**src/rtl/ray_box_slab_test_unit_assert.svh**
```systemverilog
// Assertion macros shared by the ray/box slab test RTL.
`ifndef RAY_BOX_SLAB_TEST_UNIT_ASSERT_SVH
`define RAY_BOX_SLAB_TEST_UNIT_ASSERT_SVH

// Check that cons holds in the same cycle whenever ante holds.
`define RBST_ASSERT_IMPL(label, clk, rst, ante, cons) \
   label: assert property (@(posedge clk) disable iff (rst) (ante) |-> (cons)) \
      else $error("rbst assertion failed");

// Check that cons holds in the cycle after ante holds.
`define RBST_ASSERT_NEXT(label, clk, rst, ante, cons) \
   label: assert property (@(posedge clk) disable iff (rst) (ante) |=> (cons)) \
      else $error("rbst assertion failed");

`endif

```
**src/rtl/rbst_pkg.sv**
```systemverilog
package rbst_pkg;

   localparam int COORD_WIDTH = 32;
   localparam int FRAC_BITS   = 16;
   localparam int NUM_AXES    = 3;
   // dividend width: numerator magnitude (one bit wider than a coordinate) scaled up
   localparam int DIV_WIDTH   = COORD_WIDTH + 1 + FRAC_BITS;
   // input register, one stage per quotient bit, saturation register
   localparam int PIPE_DEPTH  = DIV_WIDTH + 2;

   typedef logic signed [COORD_WIDTH-1:0] coord_type;

   localparam coord_type T_MAX = {1'b0, {(COORD_WIDTH-1){1'b1}}};
   localparam coord_type T_MIN = {1'b1, {(COORD_WIDTH-1){1'b0}}};

   typedef struct packed {
      logic dneg;
      logic zero;
      logic miss;
   } lane_flag_type;

   typedef struct packed {
      coord_type t_enter;
      coord_type t_exit;
      logic      miss;
   } lane_res_type;

endpackage

```
**src/rtl/rbst_merge.sv**
```systemverilog
module rbst_merge import rbst_pkg::*; (
   input  logic         clock,
   input  logic         en,
   input  lane_res_type res [NUM_AXES],
   output logic         hit,
   output coord_type    t_enter,
   output coord_type    t_exit
);

   logic      hit_ff;
   logic      hit_in;
   coord_type t_enter_ff;
   coord_type t_enter_in;
   coord_type t_exit_ff;
   coord_type t_exit_in;

   // take the latest entry (no earlier than zero) and earliest exit over the axes
   always_comb begin
      logic miss;
      miss       = 1'b0;
      t_enter_in = '0;
      t_exit_in  = T_MAX;
      for (int a = 0; a < NUM_AXES; a++) begin
         if (res[a].t_enter > t_enter_in) begin
            t_enter_in = res[a].t_enter;
         end
         if (res[a].t_exit < t_exit_in) begin
            t_exit_in = res[a].t_exit;
         end
         miss = miss | res[a].miss;
      end
      hit_in = !miss && (t_exit_in >= t_enter_in) && !t_exit_in[COORD_WIDTH-1];
   end

   always_ff @(posedge clock) begin
      if (en) begin
         hit_ff     <= hit_in;
         t_enter_ff <= t_enter_in;
         t_exit_ff  <= t_exit_in;
      end
   end

   assign hit     = hit_ff;
   assign t_enter = t_enter_ff;
   assign t_exit  = t_exit_ff;

endmodule

```
**config.mk**
```make
export PLATFORM = sky130hd
export DESIGN_NAME = rbst_merge
export DESIGN_NICKNAME = d
export VERILOG_FILES = /design/src/rtl/ray_box_slab_test_unit_assert.svh /design/src/rtl/rbst_pkg.sv /design/src/rtl/rbst_merge.sv
export SDC_FILE = /design/constraint.sdc
export NUM_CORES = 1
export LEC_CHECK = 0
export ABC_AREA = 1
export BUFFER_PORTS_ARGS = -buffer_cell sky130_fd_sc_hd__buf_2
export CORE_ASPECT_RATIO = 0.5
export CORE_MARGIN = 1.5
export CORE_UTILIZATION = 40
export DETAILED_ROUTE_END_ITERATION = 10
export HOLD_SLACK_MARGIN = 0.1
export PLACE_DENSITY_LB_ADDON = 0.25
export SETUP_SLACK_MARGIN = 0.1
export SLEW_MARGIN = 20
export SYNTH_ARGS = -nofsm -noshare
export SYNTH_HDL_FRONTEND = slang
export SYNTH_SLANG_ARGS = --single-unit
```
**constraint.sdc**
```tcl
create_clock -name clock -period 11.15 [get_ports clock]
set_input_delay 2.23 -clock clock [delete_from_list [all_inputs] [get_ports clock]]
set_output_delay 2.23 -clock clock [all_outputs]
set_load 0.03 [all_outputs]
```
* Word level (Yosys, flattened, before mapping)
Cells that the tools add are included.
** Cells by class
- Magnitude comparators :: 7
- Bitwise gates (word level) :: 2
- Reduce and logical (&&, ||, !) cells :: 4
- Muxes and demuxes :: 6
** Operators by type and width (count)
- two-way mux 32 bit :: 6
- > comparator 32 bit :: 2
- < comparator 32 bit :: 2
- greater-or-equal comparator 32 bit :: 1
- > comparator 32 x 1 -> 1 bit, second input constant :: 1
- < comparator 32 bit, second input constant :: 1
- logical AND 1 bit :: 2
- zero test 1 bit :: 2
- OR 1 bit :: 2
** Word-level totals
- Logic and storage cells :: 22
- Bits in registers :: 65
- Output and inout bits :: 65
- Input bits :: 197

* Longest topological paths before layout
Gate-level depths: netlist of run 1.
- Word-level depth :: 9
- Mapped depth :: 49
- Depth with buffers taken out :: 45

* Worst setup path before layout of run 1
Ideal clock, no wire load.
- Path kind :: input-to-reg
- From :: in res[167] in the netlist's numbering
- To :: reg hit_ff, in the netlist hit (data pin)
- Data required time :: 10.898 ns
- Stages :: 46
- Arrival :: 8.347 ns
- Path buffers :: 4
- Setup slack :: 2.550 ns
- Library setup time :: 0.252 ns
- Path through :: or4_1 > nor4_1 > nand4_1 > nand2_1 > inv_2 > clkbuf_1 > buf_2 > nand2_1 > ha_1 > a21oi_1 > o21ai_0 > nand3_1 > nand2_1 > nand2_1 > a21oi_1 > a211oi_1 > nand2_1 > inv_1 > (+10 left out) > o21ai_1 > a21oi_1 > nand3b_1 > clkbuf_1 > nand2_1 > o21ai_1 > ha_1 > a21oi_1 > o21ai_0 > a21oi_1 > nor2_1 > o21ai_0 > nand2_1 > a221oi_1 > xnor2_1 > nand2_1 > nand2_1 > nor2_1
** On the way
- Word-level cells in the longest chain between the ends :: 9
** RTL lines
- start, declared :: line rbst_merge.sv:4 : input lane_res_type res [NUM_AXES],
- > comparator 32 x 1 -> 1 bit :: line rbst_merge.sv:24 : if (res[a].t_enter > t_enter_in) begin
- two-way mux 32 bit (*) :: line rbst_merge.sv:24
- > comparator 32 bit :: line rbst_merge.sv:24
- two-way mux 32 bit (*) :: line rbst_merge.sv:24
- > comparator 32 bit :: line rbst_merge.sv:24
- two-way mux 32 bit (*) :: line rbst_merge.sv:24
- greater-or-equal comparator 32 bit (*) :: line rbst_merge.sv:32 : hit_in = !miss && (t_exit_in >= t_enter_in) && !t_exit_in[COORD_WIDTH-1];
- logical AND 1 bit (*) (2 in series) :: line rbst_merge.sv:32
- net hit_in :: line rbst_merge.sv:11 : logic hit_in;
- end signal, assigned :: line rbst_merge.sv:37 : hit_ff <= hit_in;
- end, declared :: line rbst_merge.sv:10 : logic hit_ff;
The timed path passes the listed nets; every way through them passes the cells marked *.
A chain may end at the register's enable or synchronous reset.

* Worst setup path in the final report of run 1
Ends and elaborated chain as after synthesis.

==> impl_metrics.toml, run 1 <==
[outcome]
status = "complete, no violations"

[cts]
clkSlewWorstSetupHoldPaths_ps = 50
cts_buffer_depth = 2
cts.sinks = 65
htreeDepth = 3
cts_setup_buffers = 0
cts_root_buf = "clkbuf_16"
cts_buffers = 9
cts_tree = "done"
hold_buffers = 0

[global_route]
grt_pass1_wl_um = 33280
antenna_found_initial = 0
grt_max_degree = 63
grt_use_met3_pct = 4.137
gr-max-usage-layer = "met2"
grt.overflow.total = 0
grt_pass1_vias = 6977
use_met2_pct = 36.26
use_met1_pct = 29.27
grt.total_usage_pct = 21.64

[die]
start_util_pct = 41.78
core_area_um2 = 17740
fp.dieW_um = 195.5
ios = 262
dieArea_um2 = 19410
dieHeight_um = 99.26
row_count = 34

[final_layout]
drive_gt1_share_pct = 29.19
final_cell_area_um2 = 9198
instances_no_fill = 1440
utilization_pct = 51.85
diodes = 0
area_growth_syn_to_layout_pct = 24.09
fillers = 1734
nNetsFinal = 1557

[placed_design]
place.detailed.hpwl_um = 18300
port-buffer-count = 261
gp_congestion = 0.9421
post_dp_cell_area_um2 = 8907
dp.cells = 1425

[min_path]
hold_depth = 3
hp-start = "res[14]"
holdPathEnd = "t_exit[13]"
hp-class = "primary input to flip-flop"

[worst_setup_path]
cp_slowest_cell = "nor4_1"
cp_max_fo = 47
arrival_ps = 10150
cp-end-kind = "flip-flop"
crit_type = "primary input to flip-flop"
required_ps = 11230
critPathLaunchType = "primary input"
cp_common_cell = "nand2_1"
critPathMaxStageDelay_ps = 610

[synthesis]
ys_ff_latch = 65
synth_top_cell_area_share_pct = 26.67
syn_inst = 951
synth_cell_types = 43
syn_avg_cell_area_um2 = 7.794
synthTopCellsByArea = "ha_1 (27%), edfxtp_1 (26%), nand2_1 (12%)"
synth_top_area_cell = "ha_1"
syn_nets = 1306
yosysWarnings = 0
seq_area_frac_synth_pct = 26.33
synthesis.area_um2 = 7412

[power]
power.density_nw_per_um2 = 158.3
power_w = 0.001456
leakage_nw = 4.689
peakVddDrop_v = 0.00009961

[sta]
rsz0062_at_grt = "no"
timing.fmax_ghz = 0.09922
report.final.hold_viol_count = 0
worst_slew_pin_slew_ps = 893.4
slew_viol_final = 0
slew_headroom_pct = 40.44
setup_violations = 0
fin_crit_sh_pct = 90.39
tns_ps = 0
fin_crit_ps = 10080

[route]
ant_nets = 0
drtIter0Drc = 444
routed_via_density = 5.093
first_pass_iters = 5
wl_um = 21250
vias = 7334
wl_per_cell_um = 14.75
drcViolationCount = 0

[job]
cap_violations = 0
## worst max path at each step
stage	from	end	slack [ps]
floorplan	res[167]	hit	2550
global placement	res[167]	hit	400
detailed placement	res[167]	hit	400
CTS	res[167]	hit	700
global route	res[167]	hit	320
finish	res[167]	hit	1070
## Yosys cell counts
library cell,instances
o21ai_0,68
nor3_1,3
nor2_2,1
nand2_1,245
and3b_1,1
nand2_2,22
a31o_2,1
nand4_2,1
edfxtp_1,65
or2_1,1
nor4_2,1
o21a_1,1
a21oi_1,76
a2111oi_0,1
a211oi_1,5
xnor2_1,1
inv_2,11
conb_1,1
nand3b_1,2
o21ai_2,31
a221oi_1,1
buf_6,6
nand3_1,21
or3_1,1
nand3_2,1
inv_1,87
a31oi_1,2
o221ai_1,1
nor4b_1,1
clkbuf_1,15
nand4_1,13
nor4_1,10
clkinv_1,1
buf_2,6
o21ai_1,47
o21bai_1,2
nor2_1,27
or4_1,6
o2111ai_1,1
ha_1,158
o211ai_1,4
nand2_4,1
and2_1,1
## cell families (layout without fill, tap and decap cells)
| family | count (synthesis) | in the layout | share of synthesized area, % |
|---|---|---|---|
| buf+inv | 126 | 381 | 7.090 |
| compound gates | 241 | 241 | 18.53 |
| flops | 65 | 65 | 26.33 |
| simple gates | 359 | 359 | 21.20 |
| fa+ha+maj | 158 | 158 | 26.67 |
| other cells | 1 | 1 | 0.05059 |
| xor+xnor | 1 | 1 | 0.1182 |
## what timing repair did
item,CTS,global route
gates resized for setup,0,2
endpoints found under the hold margin,0,0
setup endpoints to repair,0,1
## power breakdown
group | internal [W] | switching, W | total, W
sequential | 0.000350 | 0.0000148 | 0.000365
combinational | 0.000278 | 0.000550 | 0.000828
clock | 0.000170 | 0.0000929 | 0.000263
total | 0.000799 | 0.000657 | 0.00146
## registers in the layout, summed over array words and instances, names as in the netlist
name	flops
t_exit	32
t_enter	32
hit	1
## metrics by stage
stage,hold slack (ps),worst slack (ps)
floorplan,2343,2550
global placement,2557,403.7
global route,2235,319.4
finish,2232,1072
detailed placement,2562,403.4
CTS,2225,702.0
## worst max-delay path, delay by kind of cell
family                   cells  cell delay, ps
buffers and inverters        5             970
XOR/XNOR                     1             170
AND/OR/NAND/NOR             21            4340
adder cells (fa/ha/maj)      3            1010
AO/OA/AOI/OAI                9            1420
## metal layers
layer | routed length (µm) | share of wire [%]
met1 | 10060 | 47
met2 | 9537 | 45
met3 | 1233 | 5.8
met4 | 416 | 2.0
met5 | 0 | 0
## cell usage in the layout (no fill, tap or decap), drive strengths merged, types with 6 or more instances in the layout
cell | synthesis | final
inv | 98 | 98
ha | 158 | 158
nor2 | 28 | 28
nand4 | 14 | 14
buf | 12 | 267
clkbuf | 15 | 11
nor4 | 11 | 11
nand2 | 268 | 268
nand3 | 22 | 22
a21oi | 76 | 76
or4 | 6 | 6
o21ai | 146 | 146
edfxtp | 65 | 65
## cell type report
class	count	area, µm²	share of cell area (%)
inverters	99	371.6	4.040
clock inverters	4	45.04	0.4897
flip-flops and latches	65	1952	21.22
well taps	234	292.8	3.183
repair buffers	267	1351	14.69
multi-input cells	760	4952	53.84
clock buffers	11	232.7	2.530
(Power assumes the default switching activity.)
==> run 2: changes to the inputs <==
CORE_MARGIN = unset   (was 1.5)
==> run 2 against run 1 <==
Setup slack worse by 120 ps. Global-route usage up 0.25 points. Fmax down 1.2%. Sequential power about the same. Largest power group unchanged.
==> impl_metrics.toml, run 2 (synthesis results as in run 1) <==
[route]
drtIter0Drc = 316
first_pass_iters = 5
drcViolationCount = 0
vias = 7313
routed_via_density = 5.082
wl_per_cell_um = 14.64
ant_nets = 0
wl_um = 21070

[die]
dieHeight_um = 98.26
row_count = 34
ios = 262
core_area_um2 = 17740
fp.dieW_um = 194.5
dieArea_um2 = 19110
start_util_pct = 41.78

[placed_design]
post_dp_cell_area_um2 = 8900
dp.cells = 1424
gp_congestion = 1.005
preCtsSetupSlack_ps = 456.0
port-buffer-count = 261
place.detailed.hpwl_um = 18120

[sta]
report.final.hold_viol_count = 0
tns_ps = 0
rsz0062_at_grt = "no"
fin_crit_ps = 10200
slew_viol_final = 0
timing.fmax_ghz = 0.09805
layout_setup_ws_ps = 950.6
slew_headroom_pct = 40.83
setup_violations = 0
fin_crit_sh_pct = 91.47
worst_slew_pin_slew_ps = 887.6

[cts]
cts_buffer_depth = 2
cts_buffers = 9
cts-resized-gates = 0
clkSlewWorstSetupHoldPaths_ps = 50
cts_root_buf = "clkbuf_16"
cts_setup_buffers = 0
cts_tree = "done"
hold_buffers = 0
htreeDepth = 3
cts.sinks = 65

[outcome]
status = "complete, no violations"

[worst_setup_path]
cp_common_cell = "nand2_1"
crit_type = "primary input to flip-flop"
arrival_ps = 10270
cp_top_family = "simple AND/OR/NAND/NOR gates"
cp_slowest_cell = "nor4_1"
cp_num_buf_inv = 4
cp_max_fo = 64
critPathMaxStageDelay_ps = 650
required_ps = 11220
critPathLaunchType = "primary input"
cp-end-kind = "flip-flop"

[global_route]
grt_max_degree = 65
grt.total_usage_pct = 21.89
antenna_found_initial = 1
grt_pass1_wl_um = 33260
grt.overflow.total = 0
grt_pass1_vias = 7035

[min_path]
hp-class = "primary input to flip-flop"

[power]
leakage_nw = 4.681
power_w = 0.001451
peakVddDrop_v = 0.0001277
power.density_nw_per_um2 = 158.0

[final_layout]
final_cell_area_um2 = 9184
final_common_cell = "buf_2"
drive_gt1_share_pct = 28.96
nNetsFinal = 1556
fillers = 1725
instances_no_fill = 1439
diodes = 0
layout_common_cells = "buf_2 (261), nand2_1 (245), ha_1 (158)"
area_growth_syn_to_layout_pct = 23.90

[job]
cap_violations = 0
==> run 2: metrics by stage <==
| stage | util [%] | hold WS, ps |
|---|---|---|
| 2_1_floorplan | - | 2343 |
| 3_3_place_gp | 50.17 | 2554 |
| 3_5_place_dp | 50.17 | 2556 |
| 4_1_cts | 51.73 | 2221 |
| 5_1_grt | 51.77 | 2235 |
| 6_report | 51.77 | 2232 |
==> run 2: per-layer routing <==
metal | track usage [%] | vias to the layer above | wire length [µm]
met1 | 28.88 | 3279 | 10050
met2 | 36.45 | 176 | 9413
met5 | 0 | - | 0
li1 | - | 3833 | -
met3 | 5.320 | 25 | 1225
met4 | 4.457 | 0 | 375
==> run 2: cell type report <==
cell class              count  area [µm²]  share of cell area [%]
multi-input cells         760        4947                   53.87
repair buffers            266        1344                   14.63
clock buffers              10       229.0                   2.493
inverters                  99       371.6                   4.046
clock inverters             5       47.55                  0.5177
well taps                 234       292.8                   3.188
flip-flops and latches     65        1952                   21.25
==> run 2: report_power, final <==
group          internal, W  switching (W)  total (W)  leakage [nW]
Sequential        0.000350      0.0000153   0.000365         0.636
Clock             0.000169      0.0000970   0.000266         0.137
Combinational     0.000276       0.000544   0.000820          3.91
==> run 2: worst paths after layout <==
check                 cells after the start    endpoint  startpoint  slack (ps)
worst max-delay path                     37         hit    res[167]         950
worst min-delay path                      3  t_exit[15]     res[16]        2230
